**src/rtl/core/dataflash_spi_command_sequencer_unit_defines.svh**
```systemverilog
// ----------------------------------------------------------------------------
// dataflash_spi_command_sequencer_unit_defines
// Assertion macros shared by the command sequencer modules.
// ----------------------------------------------------------------------------
`ifndef DATAFLASH_SPI_COMMAND_SEQUENCER_UNIT_DEFINES_SVH
`define DATAFLASH_SPI_COMMAND_SEQUENCER_UNIT_DEFINES_SVH

// Consequent must hold in the same cycle as the antecedent.
`define DFSQ_ASSERT_NOW(label, ante, cons, msg) \
    label: assert property (@(posedge i_clk) disable iff (!i_rst_n) (ante) |-> (cons)) \
        else $error(msg);

// Consequent must hold in the cycle after the antecedent.
`define DFSQ_ASSERT_NEXT(label, ante, cons, msg) \
    label: assert property (@(posedge i_clk) disable iff (!i_rst_n) (ante) |=> (cons)) \
        else $error(msg);

`endif

```
**src/rtl/core/dfsq_pkg.sv**
```systemverilog
// ----------------------------------------------------------------------------
// dfsq_pkg
// Types, codes and constants of the dataflash SPI command sequencer.
// ----------------------------------------------------------------------------
`default_nettype none

package dfsq_pkg;

    // Flash geometry and request limit
    localparam int PAGE_BYTES   = 264;
    localparam int PAGE_COUNT   = 4096;
    localparam int OFFSET_LIMIT = 1081344;

    localparam int OFFSET_W = 21;
    localparam int LEN_W    = 21;
    localparam int PAGE_W   = $clog2(PAGE_COUNT);
    localparam int COL_W    = 9;
    localparam int QUOT_W   = 13;

    // offset / PAGE_BYTES = (offset >> 3) / (PAGE_BYTES / 8), by reciprocal
    localparam int DIV_PRE_SHIFT = 3;
    localparam int DIV_DIVISOR   = PAGE_BYTES / 8;
    localparam int DIV_SHIFT     = 23;
    localparam int DIV_IN_W      = OFFSET_W - DIV_PRE_SHIFT;
    localparam int DIV_MULT_W    = 18;
    localparam int DIV_PROD_W    = DIV_IN_W + DIV_MULT_W;
    localparam int DIV_MULT      = (2 ** DIV_SHIFT + DIV_DIVISOR - 1) / DIV_DIVISOR;

    // Request codes
    localparam logic [1:0] OP_READ      = 2'd0;
    localparam logic [1:0] OP_WRITE     = 2'd1;
    localparam logic [1:0] OP_SPI_BYTE  = 2'd2;
    localparam logic [1:0] OP_HOST_BYTE = 2'd3;

    // Result codes
    localparam logic [2:0] ACT_ASSERT  = 3'd0;
    localparam logic [2:0] ACT_XFER    = 3'd1;
    localparam logic [2:0] ACT_RELEASE = 3'd2;
    localparam logic [2:0] ACT_RDATA   = 3'd3;
    localparam logic [2:0] ACT_NEED    = 3'd4;
    localparam logic [2:0] ACT_DONE    = 3'd5;
    localparam logic [2:0] ACT_REJECT  = 3'd6;

    // Configuration register indexes and reset values
    localparam int CFG_IDX_W = 3;
    localparam logic [CFG_IDX_W-1:0] CFG_STATUS_OP = 3'd0;
    localparam logic [CFG_IDX_W-1:0] CFG_READ_OP   = 3'd1;
    localparam logic [CFG_IDX_W-1:0] CFG_P2B_OP    = 3'd2;
    localparam logic [CFG_IDX_W-1:0] CFG_BWR_OP    = 3'd3;
    localparam logic [CFG_IDX_W-1:0] CFG_RWR_OP    = 3'd4;
    localparam logic [CFG_IDX_W-1:0] CFG_FILLER    = 3'd5;

    localparam logic [7:0] RST_STATUS_OP = 8'd215;
    localparam logic [7:0] RST_READ_OP   = 8'd210;
    localparam logic [7:0] RST_P2B_OP    = 8'd83;
    localparam logic [7:0] RST_BWR_OP    = 8'd132;
    localparam logic [7:0] RST_RWR_OP    = 8'd88;
    localparam logic [7:0] RST_FILLER    = 8'd0;

    // Results of one item, slot 0 first
    localparam int BND_SLOTS = 3;
    localparam int BND_CNT_W = 2;
    localparam int BND_IDX_W = 2;

    typedef struct packed {
        logic [1:0]          op;
        logic [OFFSET_W-1:0] offset;
        logic [LEN_W-1:0]    length;
        logic [7:0]          data;
    } t_in_item;

    typedef struct packed {
        logic [2:0] action;
        logic [7:0] byte_value;
        logic       last;
    } t_out_item;

    typedef struct packed {
        logic [7:0] status_opcode;
        logic [7:0] page_read_opcode;
        logic [7:0] page_to_buffer_opcode;
        logic [7:0] buffer_write_opcode;
        logic [7:0] rewrite_opcode;
        logic [7:0] filler_byte;
    } t_cfg;

    typedef struct packed {
        logic [BND_CNT_W-1:0]       count;
        logic [BND_SLOTS-1:0][2:0]  act;
        logic [BND_SLOTS-1:0][7:0]  val;
    } t_bundle;

endpackage

`default_nettype wire

```
**src/rtl/core/dfsq_cfg.sv**
```systemverilog
// ----------------------------------------------------------------------------
// dfsq_cfg
// Opcode and filler byte registers with a plain write port.
// ----------------------------------------------------------------------------
`default_nettype none

module dfsq_cfg (
    input  wire logic                            i_clk,
    input  wire logic                            i_rst_n,
    input  wire logic                            i_cfg_we,
    input  wire logic [dfsq_pkg::CFG_IDX_W-1:0]  i_cfg_index,
    input  wire logic [7:0]                      i_cfg_data,
    output dfsq_pkg::t_cfg                       o_cfg
);
    import dfsq_pkg::*;

    t_cfg r_cfg;

    always_ff @(posedge i_clk) begin
        if (!i_rst_n) begin
            r_cfg.status_opcode         <= RST_STATUS_OP;
            r_cfg.page_read_opcode      <= RST_READ_OP;
            r_cfg.page_to_buffer_opcode <= RST_P2B_OP;
            r_cfg.buffer_write_opcode   <= RST_BWR_OP;
            r_cfg.rewrite_opcode        <= RST_RWR_OP;
            r_cfg.filler_byte           <= RST_FILLER;
        end else if (i_cfg_we) begin
            unique case (i_cfg_index)
                CFG_STATUS_OP: r_cfg.status_opcode         <= i_cfg_data;
                CFG_READ_OP:   r_cfg.page_read_opcode      <= i_cfg_data;
                CFG_P2B_OP:    r_cfg.page_to_buffer_opcode <= i_cfg_data;
                CFG_BWR_OP:    r_cfg.buffer_write_opcode   <= i_cfg_data;
                CFG_RWR_OP:    r_cfg.rewrite_opcode        <= i_cfg_data;
                CFG_FILLER:    r_cfg.filler_byte           <= i_cfg_data;
                default: ;
            endcase
        end
    end

    assign o_cfg = r_cfg;

endmodule

`default_nettype wire

```
**src/rtl/core/dfsq_engine.sv**
```systemverilog
// ----------------------------------------------------------------------------
// dfsq_engine
// Input register, sequencer state and the single-pass step logic.
// ----------------------------------------------------------------------------
`default_nettype none

`include "dataflash_spi_command_sequencer_unit_defines.svh"

module dfsq_engine (
    input  wire logic               i_clk,
    input  wire logic               i_rst_n,
    input  wire logic               i_valid,
    output logic                    o_stall,
    input  wire dfsq_pkg::t_in_item i_item,
    input  wire dfsq_pkg::t_cfg     i_cfg,
    output logic                    o_bvalid,
    input  wire logic               i_bready,
    output dfsq_pkg::t_bundle       o_bundle
);
    import dfsq_pkg::*;

    localparam logic [3:0] PH_IDLE      = 4'd0;
    localparam logic [3:0] PH_POLL_OP   = 4'd1;
    localparam logic [3:0] PH_POLL_RD   = 4'd2;
    localparam logic [3:0] PH_HDR_READ  = 4'd3;
    localparam logic [3:0] PH_HDR_P2B   = 4'd4;
    localparam logic [3:0] PH_HDR_BWR   = 4'd5;
    localparam logic [3:0] PH_HDR_RWR   = 4'd6;
    localparam logic [3:0] PH_READ_DATA = 4'd7;
    localparam logic [3:0] PH_WAIT_HOST = 4'd8;
    localparam logic [3:0] PH_WDATA     = 4'd9;

    localparam logic [1:0] HDR_LAST = 2'd3;

    // Input register, with the page quotient worked out on the way in
    logic                 r_in_valid;
    t_in_item             r_in;
    logic [QUOT_W-1:0]    r_quot;
    logic [DIV_PROD_W-1:0] quot_prod;
    logic                 fire;

    // Sequencer state
    logic [3:0]           r_phase,  n_phase;
    logic [3:0]           r_ret,    n_ret;
    logic [PAGE_W-1:0]    r_page,   n_page;
    logic [COL_W-1:0]     r_column, n_column;
    logic [LEN_W-1:0]     r_left,   n_left;
    logic [1:0]           r_hidx,   n_hidx;

    logic [OFFSET_W-1:0]  col_full;
    logic [LEN_W-1:0]     left_dec;
    logic [COL_W-1:0]     col_inc;
    logic                 uses_col;
    logic [COL_W-1:0]     hcol;
    logic [7:0]           hbyte;
    logic [7:0]           ret_opcode;
    t_bundle              bnd;

    assign quot_prod = DIV_PROD_W'(i_item.offset[OFFSET_W-1:DIV_PRE_SHIFT])
                     * DIV_PROD_W'(DIV_MULT);

    assign fire    = r_in_valid && i_bready;
    assign o_stall = r_in_valid && !i_bready;

    always_ff @(posedge i_clk) begin
        if (!i_rst_n) begin
            r_in_valid <= 1'b0;
        end else if (i_valid && !o_stall) begin
            r_in_valid <= 1'b1;
        end else if (fire) begin
            r_in_valid <= 1'b0;
        end
    end

    always_ff @(posedge i_clk) begin
        if (i_valid && !o_stall) begin
            r_in   <= i_item;
            r_quot <= quot_prod[DIV_PROD_W-1 -: QUOT_W];
        end
    end

    // Remainder and counters
    assign col_full = r_in.offset - OFFSET_W'(OFFSET_W'(r_quot) * OFFSET_W'(PAGE_BYTES));
    assign left_dec = r_left - LEN_W'(1);
    assign col_inc  = r_column + COL_W'(1);

    // Address bytes of the current command header
    assign uses_col = (r_phase == PH_HDR_READ) || (r_phase == PH_HDR_BWR);
    assign hcol     = uses_col ? r_column : '0;

    always_comb begin
        case (r_hidx)
            2'd0:    hbyte = 8'(r_page >> 7);
            2'd1:    hbyte = {r_page[6:0], hcol[COL_W-1]};
            default: hbyte = uses_col ? hcol[7:0] : i_cfg.filler_byte;
        endcase
    end

    always_comb begin
        if (r_ret == PH_HDR_READ) begin
            ret_opcode = i_cfg.page_read_opcode;
        end else if (r_ret == PH_HDR_P2B) begin
            ret_opcode = i_cfg.page_to_buffer_opcode;
        end else if (r_ret == PH_HDR_BWR) begin
            ret_opcode = i_cfg.buffer_write_opcode;
        end else begin
            ret_opcode = i_cfg.rewrite_opcode;
        end
    end

    // One step per item: next state and the results it causes
    always_comb begin
        n_phase  = r_phase;
        n_ret    = r_ret;
        n_page   = r_page;
        n_column = r_column;
        n_left   = r_left;
        n_hidx   = r_hidx;
        bnd      = '0;
        unique case (r_phase) inside
            PH_IDLE: begin
                if (r_in.op == OP_READ || r_in.op == OP_WRITE) begin
                    if (r_in.offset > OFFSET_W'(OFFSET_LIMIT)) begin
                        bnd.count  = 2'd1;
                        bnd.act[0] = ACT_REJECT;
                    end else if (r_in.op == OP_WRITE && r_in.length == '0) begin
                        bnd.count  = 2'd1;
                        bnd.act[0] = ACT_DONE;
                    end else begin
                        n_page     = r_quot[PAGE_W-1:0];
                        n_column   = col_full[COL_W-1:0];
                        n_left     = r_in.length;
                        n_hidx     = '0;
                        n_phase    = PH_POLL_OP;
                        n_ret      = (r_in.op == OP_WRITE) ? PH_HDR_P2B : PH_HDR_READ;
                        bnd.count  = 2'd2;
                        bnd.act[0] = ACT_ASSERT;
                        bnd.act[1] = ACT_XFER;
                        bnd.val[1] = i_cfg.status_opcode;
                    end
                end
            end
            PH_WAIT_HOST: begin
                if (r_in.op == OP_HOST_BYTE) begin
                    bnd.count  = 2'd1;
                    bnd.act[0] = ACT_XFER;
                    bnd.val[0] = r_in.data;
                    n_phase    = PH_WDATA;
                end
            end
            PH_POLL_OP: begin
                if (r_in.op == OP_SPI_BYTE) begin
                    bnd.count  = 2'd1;
                    bnd.act[0] = ACT_XFER;
                    bnd.val[0] = i_cfg.filler_byte;
                    n_phase    = PH_POLL_RD;
                end
            end
            PH_POLL_RD: begin
                if (r_in.op == OP_SPI_BYTE) begin
                    if (r_in.data[7]) begin
                        bnd.count  = 2'd3;
                        bnd.act[0] = ACT_RELEASE;
                        bnd.act[1] = ACT_ASSERT;
                        bnd.act[2] = ACT_XFER;
                        bnd.val[2] = ret_opcode;
                        n_phase    = r_ret;
                        n_hidx     = '0;
                    end else begin
                        bnd.count  = 2'd1;
                        bnd.act[0] = ACT_XFER;
                        bnd.val[0] = i_cfg.filler_byte;
                    end
                end
            end
            PH_HDR_READ, PH_HDR_P2B, PH_HDR_BWR, PH_HDR_RWR: begin
                if (r_in.op == OP_SPI_BYTE) begin
                    if (r_hidx != HDR_LAST) begin
                        bnd.count  = 2'd1;
                        bnd.act[0] = ACT_XFER;
                        bnd.val[0] = hbyte;
                        n_hidx     = r_hidx + 2'd1;
                    end else if (r_phase == PH_HDR_READ) begin
                        if (r_left != '0) begin
                            bnd.count  = 2'd1;
                            bnd.act[0] = ACT_XFER;
                            bnd.val[0] = i_cfg.filler_byte;
                            n_phase    = PH_READ_DATA;
                        end else begin
                            bnd.count  = 2'd2;
                            bnd.act[0] = ACT_RELEASE;
                            bnd.act[1] = ACT_DONE;
                            n_phase    = PH_IDLE;
                        end
                    end else if (r_phase == PH_HDR_P2B) begin
                        bnd.count  = 2'd3;
                        bnd.act[0] = ACT_RELEASE;
                        bnd.act[1] = ACT_ASSERT;
                        bnd.act[2] = ACT_XFER;
                        bnd.val[2] = i_cfg.status_opcode;
                        n_phase    = PH_POLL_OP;
                        n_ret      = PH_HDR_BWR;
                    end else if (r_phase == PH_HDR_BWR) begin
                        bnd.count  = 2'd1;
                        bnd.act[0] = ACT_NEED;
                        n_phase    = PH_WAIT_HOST;
                    end else if (r_left != '0) begin
                        // page committed, move on to the next one
                        bnd.count  = 2'd3;
                        bnd.act[0] = ACT_RELEASE;
                        bnd.act[1] = ACT_ASSERT;
                        bnd.act[2] = ACT_XFER;
                        bnd.val[2] = i_cfg.status_opcode;
                        n_column   = '0;
                        n_page     = r_page + PAGE_W'(1);
                        n_phase    = PH_POLL_OP;
                        n_ret      = PH_HDR_P2B;
                    end else begin
                        bnd.count  = 2'd2;
                        bnd.act[0] = ACT_RELEASE;
                        bnd.act[1] = ACT_DONE;
                        n_phase    = PH_IDLE;
                    end
                end
            end
            PH_READ_DATA: begin
                if (r_in.op == OP_SPI_BYTE) begin
                    n_left     = left_dec;
                    bnd.act[0] = ACT_RDATA;
                    bnd.val[0] = r_in.data;
                    if (left_dec != '0) begin
                        bnd.count  = 2'd2;
                        bnd.act[1] = ACT_XFER;
                        bnd.val[1] = i_cfg.filler_byte;
                    end else begin
                        bnd.count  = 2'd3;
                        bnd.act[1] = ACT_RELEASE;
                        bnd.act[2] = ACT_DONE;
                        n_phase    = PH_IDLE;
                    end
                end
            end
            PH_WDATA: begin
                if (r_in.op == OP_SPI_BYTE) begin
                    n_left   = left_dec;
                    n_column = col_inc;
                    if (col_inc < COL_W'(PAGE_BYTES) && left_dec != '0) begin
                        bnd.count  = 2'd1;
                        bnd.act[0] = ACT_NEED;
                        n_phase    = PH_WAIT_HOST;
                    end else begin
                        bnd.count  = 2'd3;
                        bnd.act[0] = ACT_RELEASE;
                        bnd.act[1] = ACT_ASSERT;
                        bnd.act[2] = ACT_XFER;
                        bnd.val[2] = i_cfg.status_opcode;
                        n_phase    = PH_POLL_OP;
                        n_ret      = PH_HDR_RWR;
                    end
                end
            end
            default: ;
        endcase
    end

    always_ff @(posedge i_clk) begin
        if (!i_rst_n) begin
            r_phase  <= PH_IDLE;
            r_ret    <= PH_IDLE;
            r_page   <= '0;
            r_column <= '0;
            r_left   <= '0;
            r_hidx   <= '0;
        end else if (fire) begin
            r_phase  <= n_phase;
            r_ret    <= n_ret;
            r_page   <= n_page;
            r_column <= n_column;
            r_left   <= n_left;
            r_hidx   <= n_hidx;
        end
    end

    assign o_bvalid = fire && (bnd.count != '0);
    assign o_bundle = bnd;

    `DFSQ_ASSERT_NOW(a_wait_col, r_phase == PH_WAIT_HOST,
        r_column < COL_W'(PAGE_BYTES), "host byte requested past page end")
    `DFSQ_ASSERT_NOW(a_read_left, r_phase == PH_READ_DATA, r_left != '0,
        "read data phase with nothing left")
    `DFSQ_ASSERT_NOW(a_poll_ret, r_phase == PH_POLL_OP || r_phase == PH_POLL_RD,
        r_ret == PH_HDR_READ || r_ret == PH_HDR_P2B || r_ret == PH_HDR_BWR
            || r_ret == PH_HDR_RWR,
        "poll without a command to return to")

endmodule

`default_nettype wire

```
**src/rtl/core/dfsq_out.sv**
```systemverilog
// ----------------------------------------------------------------------------
// dfsq_out
// Result register: holds the results of one item and hands them out in order.
// ----------------------------------------------------------------------------
`default_nettype none

`include "dataflash_spi_command_sequencer_unit_defines.svh"

module dfsq_out (
    input  wire logic               i_clk,
    input  wire logic               i_rst_n,
    input  wire logic               i_bvalid,
    output logic                    o_bready,
    input  wire dfsq_pkg::t_bundle  i_bundle,
    output logic                    o_valid,
    input  wire logic               i_stall,
    output dfsq_pkg::t_out_item     o_item
);
    import dfsq_pkg::*;

    logic                 r_bvalid;
    t_bundle              r_bundle;
    logic [BND_IDX_W-1:0] r_idx;
    logic                 idx_last;

    assign idx_last = (r_idx == BND_IDX_W'(r_bundle.count - BND_CNT_W'(1)));
    assign o_bready = !r_bvalid || (!i_stall && idx_last);

    always_ff @(posedge i_clk) begin
        if (!i_rst_n) begin
            r_bvalid <= 1'b0;
            r_idx    <= '0;
        end else if (i_bvalid && o_bready) begin
            r_bvalid <= 1'b1;
            r_idx    <= '0;
        end else if (r_bvalid && !i_stall) begin
            if (idx_last) begin
                r_bvalid <= 1'b0;
            end else begin
                r_idx <= r_idx + BND_IDX_W'(1);
            end
        end
    end

    always_ff @(posedge i_clk) begin
        if (i_bvalid && o_bready) begin
            r_bundle <= i_bundle;
        end
    end

    assign o_valid           = r_bvalid;
    assign o_item.action     = r_bundle.act[r_idx];
    assign o_item.byte_value = r_bundle.val[r_idx];
    assign o_item.last       = idx_last;

    `DFSQ_ASSERT_NOW(a_idx_range, r_bvalid, BND_CNT_W'(r_idx) < r_bundle.count,
        "result index beyond item's results")
    `DFSQ_ASSERT_NOW(a_no_empty, i_bvalid, i_bundle.count != '0, "empty result group offered")
    `DFSQ_ASSERT_NEXT(a_hold, r_bvalid && i_stall, r_bvalid && $stable(r_idx),
        "stalled result moved")

endmodule

`default_nettype wire

```
**src/rtl/core/dataflash_spi_command_sequencer_unit.sv**
```systemverilog
// Path: an accepted item passes the input register, then the result register, which shows
//   its results one a cycle while not stalled; an item may yield up to three results or none.
// Throughput: one item a cycle while items yield at most one result and output is unstalled;
//   else the output channel paces at one result a cycle, one item held in the input register.
// Reset: synchronous, active low; clears the sequencer to idle and the registers to defaults.
// ----------------------------------------------------------------------------
// dataflash_spi_command_sequencer_unit
// SPI command sequencer for a serial dataflash with 264-byte pages.
// ----------------------------------------------------------------------------
`default_nettype none

// Structure:
//   dfsq_cfg    - opcode and filler byte registers, written from the plain port.
//   dfsq_engine - input register (page quotient taken on the way in by a reciprocal
//                 multiply), sequencer state and the step logic that turns one item
//                 into a group of results.
//   dfsq_out    - result register holding one group; hands its results out one at a
//                 time and frees for the next group on the last one.
//
// The engine steps an item only when the result register can take its group, so the
// state advances exactly once per item and no result is dropped under stall. Items that
// cause no result pass through without using the result register.

module dataflash_spi_command_sequencer_unit (
    input  wire logic                            i_clk,
    input  wire logic                            i_rst_n,
    // configuration
    input  wire logic                            i_cfg_we,
    input  wire logic [dfsq_pkg::CFG_IDX_W-1:0]  i_cfg_index,
    input  wire logic [7:0]                      i_cfg_data,
    // request channel
    input  wire logic                            i_in_valid,
    output logic                                 o_in_stall,
    input  wire dfsq_pkg::t_in_item              i_in_item,
    // result channel
    output logic                                 o_out_valid,
    input  wire logic                            i_out_stall,
    output dfsq_pkg::t_out_item                  o_out_item
);
    import dfsq_pkg::*;

    t_cfg    cfg;
    t_bundle bundle;
    logic    bundle_valid;
    logic    bundle_ready;

    // Hold the register set
    dfsq_cfg u_cfg (
        .i_clk       (i_clk),
        .i_rst_n     (i_rst_n),
        .i_cfg_we    (i_cfg_we),
        .i_cfg_index (i_cfg_index),
        .i_cfg_data  (i_cfg_data),
        .o_cfg       (cfg)
    );

    // Advance the sequencer by one item
    dfsq_engine u_engine (
        .i_clk    (i_clk),
        .i_rst_n  (i_rst_n),
        .i_valid  (i_in_valid),
        .o_stall  (o_in_stall),
        .i_item   (i_in_item),
        .i_cfg    (cfg),
        .o_bvalid (bundle_valid),
        .i_bready (bundle_ready),
        .o_bundle (bundle)
    );

    // Drain the result group in order
    dfsq_out u_out (
        .i_clk    (i_clk),
        .i_rst_n  (i_rst_n),
        .i_bvalid (bundle_valid),
        .o_bready (bundle_ready),
        .i_bundle (bundle),
        .o_valid  (o_out_valid),
        .i_stall  (i_out_stall),
        .o_item   (o_out_item)
    );

endmodule

`default_nettype wire

```
**config.mk**
```make
export PLATFORM = sky130hd
export DESIGN_NAME = dataflash_spi_command_sequencer_unit
export DESIGN_NICKNAME = d
export VERILOG_FILES = /design/src/rtl/core/dfsq_pkg.sv /design/src/rtl/core/dfsq_cfg.sv /design/src/rtl/core/dfsq_engine.sv /design/src/rtl/core/dfsq_out.sv /design/src/rtl/core/dataflash_spi_command_sequencer_unit.sv
export VERILOG_INCLUDE_DIRS = /design/src /design/src/rtl/core
export SDC_FILE = /design/constraint.sdc
export NUM_CORES = 1
export LEC_CHECK = 0
export ABC_AREA = 1
export CAP_MARGIN = 25
export CORE_MARGIN = 4
export CORE_UTILIZATION = 50
export CTS_CLUSTER_DIAMETER = 60
export CTS_CLUSTER_SIZE = 16
export DETAILED_ROUTE_END_ITERATION = 10
export DONT_BUFFER_PORTS = 1
export PLACE_DENSITY = 0.78
export SLEW_MARGIN = 20
export SYNTH_ARGS = -nofsm -noshare
export SYNTH_HDL_FRONTEND = slang
export SYNTH_HIERARCHICAL = 1
export SYNTH_SLANG_ARGS = --single-unit
```
**constraint.sdc**
```tcl
create_clock -name i_clk -period 5.7 [get_ports i_clk]
set_input_delay 0.285 -clock i_clk [delete_from_list [all_inputs] [get_ports i_clk]]
set_output_delay 0.285 -clock i_clk [all_outputs]
set_load 0.03 [all_outputs]
```
# == Word-level counts from Yosys, hierarchy flattened ==
# Index checks and enable logic that the tools add are counted.
# totals
wordCells,288
register_bits,204
in_bits,68
# op_classes
addsub,7
bitwise_logic,2
muxes,154
eq_ne,44
n_mul,2
order_cmp,3
n_reduce_logical,49
# ops
operator,n
$mux 8,23
$mux 4,29
$mux 12,9
$mux 9,11
$mux 21,4
$mux 19,4
$mux 6,11
$pmux 21 s2,1
$reduce_bool 21->1,2
$pmux 8 s5,1
$mux 2,19
$mul 18x18->36 const B,1
$mux 3,12
$pmux 8 s2,2
$ne 2x2->1 const B,14
$pmux 4 s7,1
$pmux 9 s3,1
$eq 4x3->1 const B,6
$pmux 12 s2,1
$pmux 8 s3,1
$reduce_and 12->1,2
$gt 21x21->1 const B,1
$logic_not 21->1,1
$pmux 3 s7,1
other kinds (48),103

# == Depth between registers and ports, before layout ==
# Gate-level depths: netlist of the first run.
# depth
word_depth,19
mapped_depth,23
ltp_nobuf,23

# == By module ==
# The synthesis of the first run kept the hierarchy.
# by_module_without_submodules
module,n_inst,cells_each,area_each_um2
dfsq_engine,1,1564,12693.4
dfsq_cfg,1,265,1918.1
dfsq_out,1,123,1545.2

# == Worst setup path before layout of the first run ==
# OpenSTA, ideal clock, no wires.
# synth_path
path_kind,input-to-reg
from,input i_in_item[38] (netlist name)
to,"register u_engine.r_quot[9], data pin"
path_slack_ns,0.315
arrival_time_ns,5.123
cell_stages,19
path_cell_list,inv_1 > fa_1 > fa_1 > inv_1 > fa_1 > inv_1 > fa_1 > inv_1 > fa_1 > inv_1 > fa_1 > inv_1 > ha_1 > nand2_1 > nor4_1 > nand2_1 > o211ai_1 > a21oi_1 > xor2_1
# synth_via
elab_chain_len,1
# synth_rtl
element,line_no,text
"start, declared",dataflash_spi_command_sequencer_unit.sv:34,"input wire dfsq_pkg::t_in_item i_in_item,"
$mul 18x18->36,dfsq_engine.sv:60,* DIV_PROD_W'(DIV_MULT);
via u_engine.quot_prod[32],dfsq_engine.sv:39,logic [DIV_PROD_W-1:0] quot_prod;
"end signal, assigned",dfsq_engine.sv:78,r_quot <= quot_prod[DIV_PROD_W-1 -: QUOT_W];
"end, declared",dfsq_engine.sv:38,logic [QUOT_W-1:0] r_quot;
# The timed path passes the listed nets, and every way through them passes these cells.
# A chain may end at the register's enable or synchronous reset.

# == Worst setup path in the final report of the first run ==
# Same ends and word-level chain as after synthesis.

==> results_dict.tcl, run 1 <==
set metrics [dict create \
    synth.distinct_cells 60 \
    synth_compound_area_share_pct 10.7 \
    p_sw_share_pct 46.6 \
    seqPwrFrac_pct 21.6 \
    rsz0062_at_grt "false" \
    hold_viol_final 0 \
    setup-tns-final_ns 0 \
    hp-class "input port to flip-flop" \
    cts_tree "done" \
    fillers 2797 \
    reg2regPathDepth 10 \
    synthXorXnorAreaFrac_pct 2.06 \
    regArea_um2 5030 \
    fp.dieH_um 188 \
    h-tree-depth 1 \
    start_kind "input port" \
    hold_depth 4 \
    synth.avg_cell_area_um2 8.28 \
    r2r-start "u_engine/r_in[51]$_DFFE_PP_" \
    wl_per_cell_um 17.8 \
    avgViaCountPerCell 5.57 \
    die_w_um 188 \
    peakVddDrop_mv 0.496 \
    synth_top_area_share_pct 18.4 \
    synthSimpleGateAreaFrac_pct 20.5 \
    period_needed_ns 5.11 \
    synthAdderAreaFrac_pct 25.5 \
    pwr-share-comb_pct 61.1 \
    synth_top_family_by_area "adder cells" \
    ys_ff_latch 202 \
    cts_buffer_depth 3 \
    gp_congestion 0.960 \
    min_to "u_cfg/o_cfg[20]$_SDFFE_PN0P_" \
    max_freq_ghz 0.196 \
    synth_edf_count 99 \
    area_growth_pct 11.1 \
    p_leak_nw 8.35 \
    synthesis.area_um2 16200 \
    fp.coreArea_um2 31700 \
    synth_most_common_cell "inv_1" \
    hp-start "i_cfg_data[4]" \
    cts_root_buffer "clkbuf_16" \
    rows 65 \
    netlist_instances 1952 \
    synth_area_leaders "edfxtp_1 18%, fa_1 14%, dfxtp_1 13%, ha_1 11%, inv_1 8.3%" \
    worst_pin_slew_ns 1.03 \
    synthMuxAreaShare_pct 0.248 \
    ff2ff_setup_slack_ns 1.57 \
    syn-num-nets 2281 \
    finalSetupViolCount 0 \
    ant_nets 0 \
    cp_max_fo 5 \
    io-pin-count 82 \
    yosys-top-cells-count "356 x inv_1, 318 x nand2_1, 192 x nor2_1, 147 x ha_1" \
    synth_area_leader_cell "edfxtp_1" \
    grt_overflow_total 0 \
    finClkSkew_ns 0.0158 \
    r2r-end "u_out/r_bundle[23]$_DFFE_PP_" \
    clk_pin_slew_ns 0.07 \
    final_core_util_pct 56.6 \
    switchingPower_mw 3.95 \
    drv_slew 0 \
    slew_headroom_pct 31.2 \
    ys_seq_area_share_pct 31.2 \
    multi_input_area_um2 9550 \
    numCtsBuffers 22 \
    drt-pass1-iter-count 5 \
    path_class "input port to flip-flop" \
    power.internal_mw 4.52 \
    finalNonFillerCells 2427 \
    power_frac_clock_pct 17.3 \
    vias 13500 \
    grt_usage_pct 23.9 \
    period_share_pct 89.6 \
    power_density_nw_per_um2 472 \
    dieArea_um2 35300 \
    worstPathArrival_ns 5.39 \
    route.detailed.drc 0 \
    outcome "complete, no violations" \
    async_flop_share_pct 0 \
    cts_sinks 202 \
    place_hpwl_um 33200 \
    grt_max_degree 93 \
    fin_nets 2337 \
    clk_latency_ns 0.54 \
    maxCapViolations 0 \
    grt_pass1_wl_um 68800 \
    synth-main-ff-cell "dfxtp_1" \
    routed_wl_um 43100 \
    final_layout_size_suffix_gt1_share_pct 6.13 \
    initial_core_util_pct 50.9 \
    critPathRequiredTime_ns 5.98 \
    antenna_found_initial 3 \
    drt_iter0_drc 1003 \
    dp_cells 2321 \
    grt_pass1_vias 13700 \
    yosys_warnings 6 \
    portBuffers 0 \
    end_kind "flip-flop" \
]
logic make-up (layout without fill, tap and decap cells):
| group | after synthesis | count (layout) |
|---|---|---|
| fa+ha+maj | 261 | 261 |
| flops | 202 | 202 |
| mux | 4 | 4 |
| simple gates | 737 | 737 |
| buf+inv | 409 | 481 |
| xor+xnor | 38 | 38 |
| other cells | 1 | 2 |
| compound gates | 300 | 300 |
worst max-delay path by stage:
stage / from / end / slack, ns / cells past startpoint
finish: i_in_item[38] / u_engine/r_quot[9]$_DFFE_PP_ / 0.59 / 19
global route: i_in_item[38] / u_engine/r_quot[11]$_DFFE_PP_ / 0.13 / 21
CTS: i_in_item[38] / u_engine/r_quot[11]$_DFFE_PP_ / 0.60 / 21
detailed placement: i_in_item[38] / u_engine/r_quot[11]$_DFFE_PP_ / 0.02 / 21
global placement: i_in_item[38] / u_engine/r_quot[11]$_DFFE_PP_ / 0.08 / 21
floorplan: i_in_item[38] / u_engine/r_quot[9]$_DFFE_PP_ / 0.31 / 19
critical path, stage by stage:
cell and delay [ns]:
inv_1 0.07, fa_1 0.57, fa_1 0.56, inv_1 0.05
fa_1 0.52, inv_1 0.05, fa_1 0.54, inv_1 0.06
fa_1 0.54, inv_1 0.06, fa_1 0.54, inv_1 0.04
ha_1 0.33, nand2_1 0.12, nor4_1 0.38, nand2_1 0.09
o211ai_1 0.30, a21oi_1 0.13, xor2_1 0.15
metal layers:
layer | global-route usage (%) | share of wire, % | vias up
li1 | - | - | 6481
met1 | 29.5 | 41 | 6387
met2 | 41.1 | 48 | 523
met3 | 5.21 | 6.9 | 129
met4 | 9.32 | 4.3 | 6
met5 | 0 | 0.079 | -
what timing repair did:
item / 4_1_cts / 5_1_grt
hold buffers: 64 / 0
buffers inserted: 0 / 0
hold endpoints to repair: 146 / 0
resized for setup: 0 / 0
cells in the final DEF (no fill, tap or decap), types with 5 or more instances in the layout:
cell and n:
o22ai_1 9, a22oi_1 7, o21ai_2 8, nor2_4 13, o21ai_1 14, dfxtp_1 103, inv_1 356, nor2_2 16
a21oi_1 85, xor2_1 28, o21ai_0 113, nand4_1 20, nand3_1 114, inv_2 12, nand3b_1 6, fa_1 114
xnor2_1 10, ha_1 147, a31oi_1 24, o211ai_1 11, nand2_1 318, dlygate4sd3_1 63, nor4_1 7, buf_4 6
nor2_1 190, nor3_1 22, nand3_2 5, edfxtp_1 99, clkbuf_16 22, o221ai_1 8, nand2_2 14
power groups by stage:
| stage | Combinational [mW] | Sequential (mW) | Clock (mW) |
|---|---|---|---|
| 3_5_place_dp | 5.07 | 1.86 | 0 |
| 3_3_place_gp | 4.89 | 1.86 | 0 |
| 2_1_floorplan | 3.82 | 1.83 | 0 |
| 6_report | 5.18 | 1.83 | 1.47 |
| 5_1_grt | 5.88 | 1.84 | 1.55 |
| 4_1_cts | 5.17 | 1.82 | 1.50 |
state kept, by name (all words and copies together) (netlist names), 2 cells and up:
signal             flops
u_out/r_idx            2
u_out/r_bundle        35
u_engine/r_hidx        2
u_engine/r_phase       4
u_engine/r_in         52
u_engine/r_quot       12
u_cfg/o_cfg           48
u_engine/r_column      9
u_engine/r_page       12
u_engine/r_left       21
u_engine/r_ret         3
cell type report:
class	count	area share, %
Tap cell	402	2.80
Sequential cell	202	28.0
Multi-Input combinational cell	1341	53.2
Clock buffer	25	3.13
Timing Repair Buffer	71	4.07
Antenna cell	1	0.0139
Inverter	370	7.75
Clock inverter	15	0.983
stage by stage:
stage	cell area, um2	power, mW	hold slack [ns]	setup WS (ns)
2_1_floorplan	16200	5.65	0.384	0.315
3_3_place_gp	16500	6.75	0.379	0.0817
3_5_place_dp	16500	6.93	0.383	0.0239
4_1_cts	17900	8.50	0.000455	0.601
5_1_grt	17900	9.26	0.0275	0.127
6_report	17900	8.47	0.0201	0.592
(Power assumes the default switching activity.)
==> run 2: changes to the inputs <==
--- a/config.mk
+++ b/config.mk
@@ -7,7 +7,7 @@
 export NUM_CORES = 1
 export LEC_CHECK = 0
 export ABC_AREA = 1
-export CAP_MARGIN = 25
+export CORE_ASPECT_RATIO = 1.1
 export CORE_MARGIN = 4
 export CORE_UTILIZATION = 50
 export CTS_CLUSTER_DIAMETER = 60
==> run 2 against run 1 <==
Net effect:
- wire length decreased by 2.0%
- critical path depth increased by 2
- register-to-register slack improved by 0.43 ns
- clock power decreased by 3%
- worst hold slack got worse by 0.0054 ns
- global-route usage decreased by 0.083 points
- via count decreased by 0.72%
- core utilization about the same
- sequential cell count unchanged
- final area decreased by 0.20%
- clock skew increased by 0.0055 ns
- largest power group unchanged
- highest routed layer is now met4
==> results_dict.tcl, run 2 (same netlist as run 1, synthesis figures left out) <==
set metrics [dict create \
    fin_total_pwr_mw 8.36 \
    endpoint "u_engine/r_quot[11]$_DFFE_PP_" \
    gp_congestion 0.969 \
    period_needed_ns 5.22 \
    fp.dieH_um 197 \
    maxCapViolations 0 \
    clk_latency_ns 0.53 \
    final_layout_size_suffix_gt1_share_pct 6.08 \
    path_class "input port to flip-flop" \
    finalNonFillerCells 2443 \
    peakVddDrop_mv 0.444 \
    reg2regPathDepth 16 \
    layout_commonest_cell "inv_1" \
    cpPeakStageDelay_ns 0.57 \
    antenna_found_initial 1 \
    routed_wl_um 42300 \
    hp-class "input port to flip-flop" \
    vias 13400 \
    regArea_um2 5030 \
    cp_max_fo 5 \
    startpoint "i_in_item[38]" \
    grt_usage_pct 23.8 \
    finish.instance_area_um2 17900 \
    fp.coreArea_um2 31700 \
    dp_slack_ns -0.00231 \
    cts_hold_buf 62 \
    ant_nets 0 \
    period_share_pct 91.6 \
    fillers 2796 \
    slew_headroom_pct 35.7 \
    cts_setup_buffers 0 \
    finalSetupViolCount 0 \
    grt_pass1_vias 13700 \
    start_kind "input port" \
    end_kind "flip-flop" \
    wl_per_cell_um 17.3 \
    dp_cells 2340 \
    drv_slew 0 \
    route.detailed.drc 0 \
    ff2ff_setup_slack_ns 2.00 \
    finClkSkew_ns 0.0214 \
    p_leak_nw 8.33 \
    avgViaCountPerCell 5.50 \
    initial_core_util_pct 51.0 \
    cts_root_buffer "clkbuf_16" \
    portBuffers 0 \
    multi_input_area_um2 9550 \
    hold_viol_final 0 \
    final_cell_mix "356 x inv_1, 318 x nand2_1, 190 x nor2_1, 147 x ha_1" \
    worstPathArrival_ns 5.50 \
    numCtsBuffers 22 \
    setup-tns-final_ns 0 \
    ctsResizeCount 0 \
    power_density_nw_per_um2 467 \
    drt-pass1-iter-count 6 \
    dieArea_um2 35300 \
    dpl-instance-area_um2 16600 \
    timing.final.ws_setup_ns 0.480 \
    place_hpwl_um 32600 \
    grt_overflow_total 0 \
    max_freq_ghz 0.192 \
    final_core_util_pct 56.6 \
    cts_buffer_depth 3 \
    cts_tree "done" \
    cts_sinks 202 \
    slowest_stage "fa_1" \
    r2r-end "u_out/r_bundle[30]$_DFFE_PP_" \
    crit_chain "inv_1 > fa_1 > fa_1 > inv_1 > fa_1 > inv_1 > fa_1 > inv_1 > fa_1 > inv_1 > fa_1 > inv_1 > ha_1 > a21oi_1 > o21ai_0 > a21oi_1 > nor3_1 > a2111oi_0 > nand2_1 > nand2_1 > nand2_1" \
    worst_pin_slew_ns 0.964 \
    h-tree-depth 1 \
    clk_pin_slew_ns 0.07 \
    area_growth_pct 10.9 \
    hold_ws_ns 0.0147 \
    drt_iter0_drc 1095 \
    r2r-start "u_engine/r_left[0]$_SDFFE_PN0P_" \
    outcome "complete, no violations" \
    largest_reg_flops 52 \
    rsz0062_at_grt "false" \
    fin_nets 2335 \
    grt_max_degree 93 \
    critPathRequiredTime_ns 5.98 \
    rows 68 \
    regMostFlops "u_engine/r_in" \
    io-pin-count 82 \
    die_w_um 179 \
    grt_pass1_wl_um 68300 \
]
[run 2: cell count changes in the layout (fill, tap and decap cells not counted), sizes merged]
cell,delta
bufinv,-1
clkbuf,+2
clkinv,-1
clkinvlp,-1
dlygate4sd3,-2
inv,+1
[run 2: cell type report]
| cell class | instances | share of cell area, % |
|---|---|---|
| Antenna cell | 1 | 0.0140 |
| Clock inverter | 13 | 0.782 |
| Sequential cell | 202 | 28.1 |
| Clock buffer | 27 | 3.23 |
| Timing Repair Buffer | 69 | 3.86 |
| Tap cell | 420 | 2.93 |
| Inverter | 370 | 7.77 |
| Multi-Input combinational cell | 1341 | 53.3 |
[run 2: how the worst min path moves through the flow]
stage,start,end,slack (ns),cells after the start
finish,i_cfg_index[0],u_cfg/o_cfg[27]$_SDFFE_PN0P_,0.01,4
global route,i_cfg_index[1],u_cfg/o_cfg[5]$_SDFFE_PN0P_,0.04,4
CTS,i_cfg_index[0],u_cfg/o_cfg[27]$_SDFFE_PN0P_,0.0003,4
detailed placement,i_rst_n,u_cfg/o_cfg[42]$_SDFFE_PN1P_,0.38,1
global placement,i_rst_n,u_cfg/o_cfg[38]$_SDFFE_PN1P_,0.38,1
floorplan,i_in_item[0],u_engine/r_in[0]$_DFFE_PP_,0.38,0
[run 2: power by group]
part / internal, mW / switching [mW] / total [mW]
clock network: 0.760 / 0.660 / 1.42
logic: 1.93 / 3.19 / 5.12
registers: 1.76 / 0.0664 / 1.82
total: 4.44 / 3.92 / 8.36
[run 2: critical path, delay by kind of cell]
family	cells	cell delay [ns]
adders and majority gates	7	3.62
AOI/OAI and AO/OA	4	0.93
buffers and inverters	6	0.35
and+or+nand+nor	4	0.31
[run 2: routing by layer]
metal	part of all wire, %	global-route usage, %	vias to the layer above	wire [um]
met2	49	41.9	511	20800
met3	6.3	3.57	113	2670
met1	40	29.3	6331	16800
met4	4.5	9.73	0	1920
li1	-	-	6474	-
met5	0	0	-	0
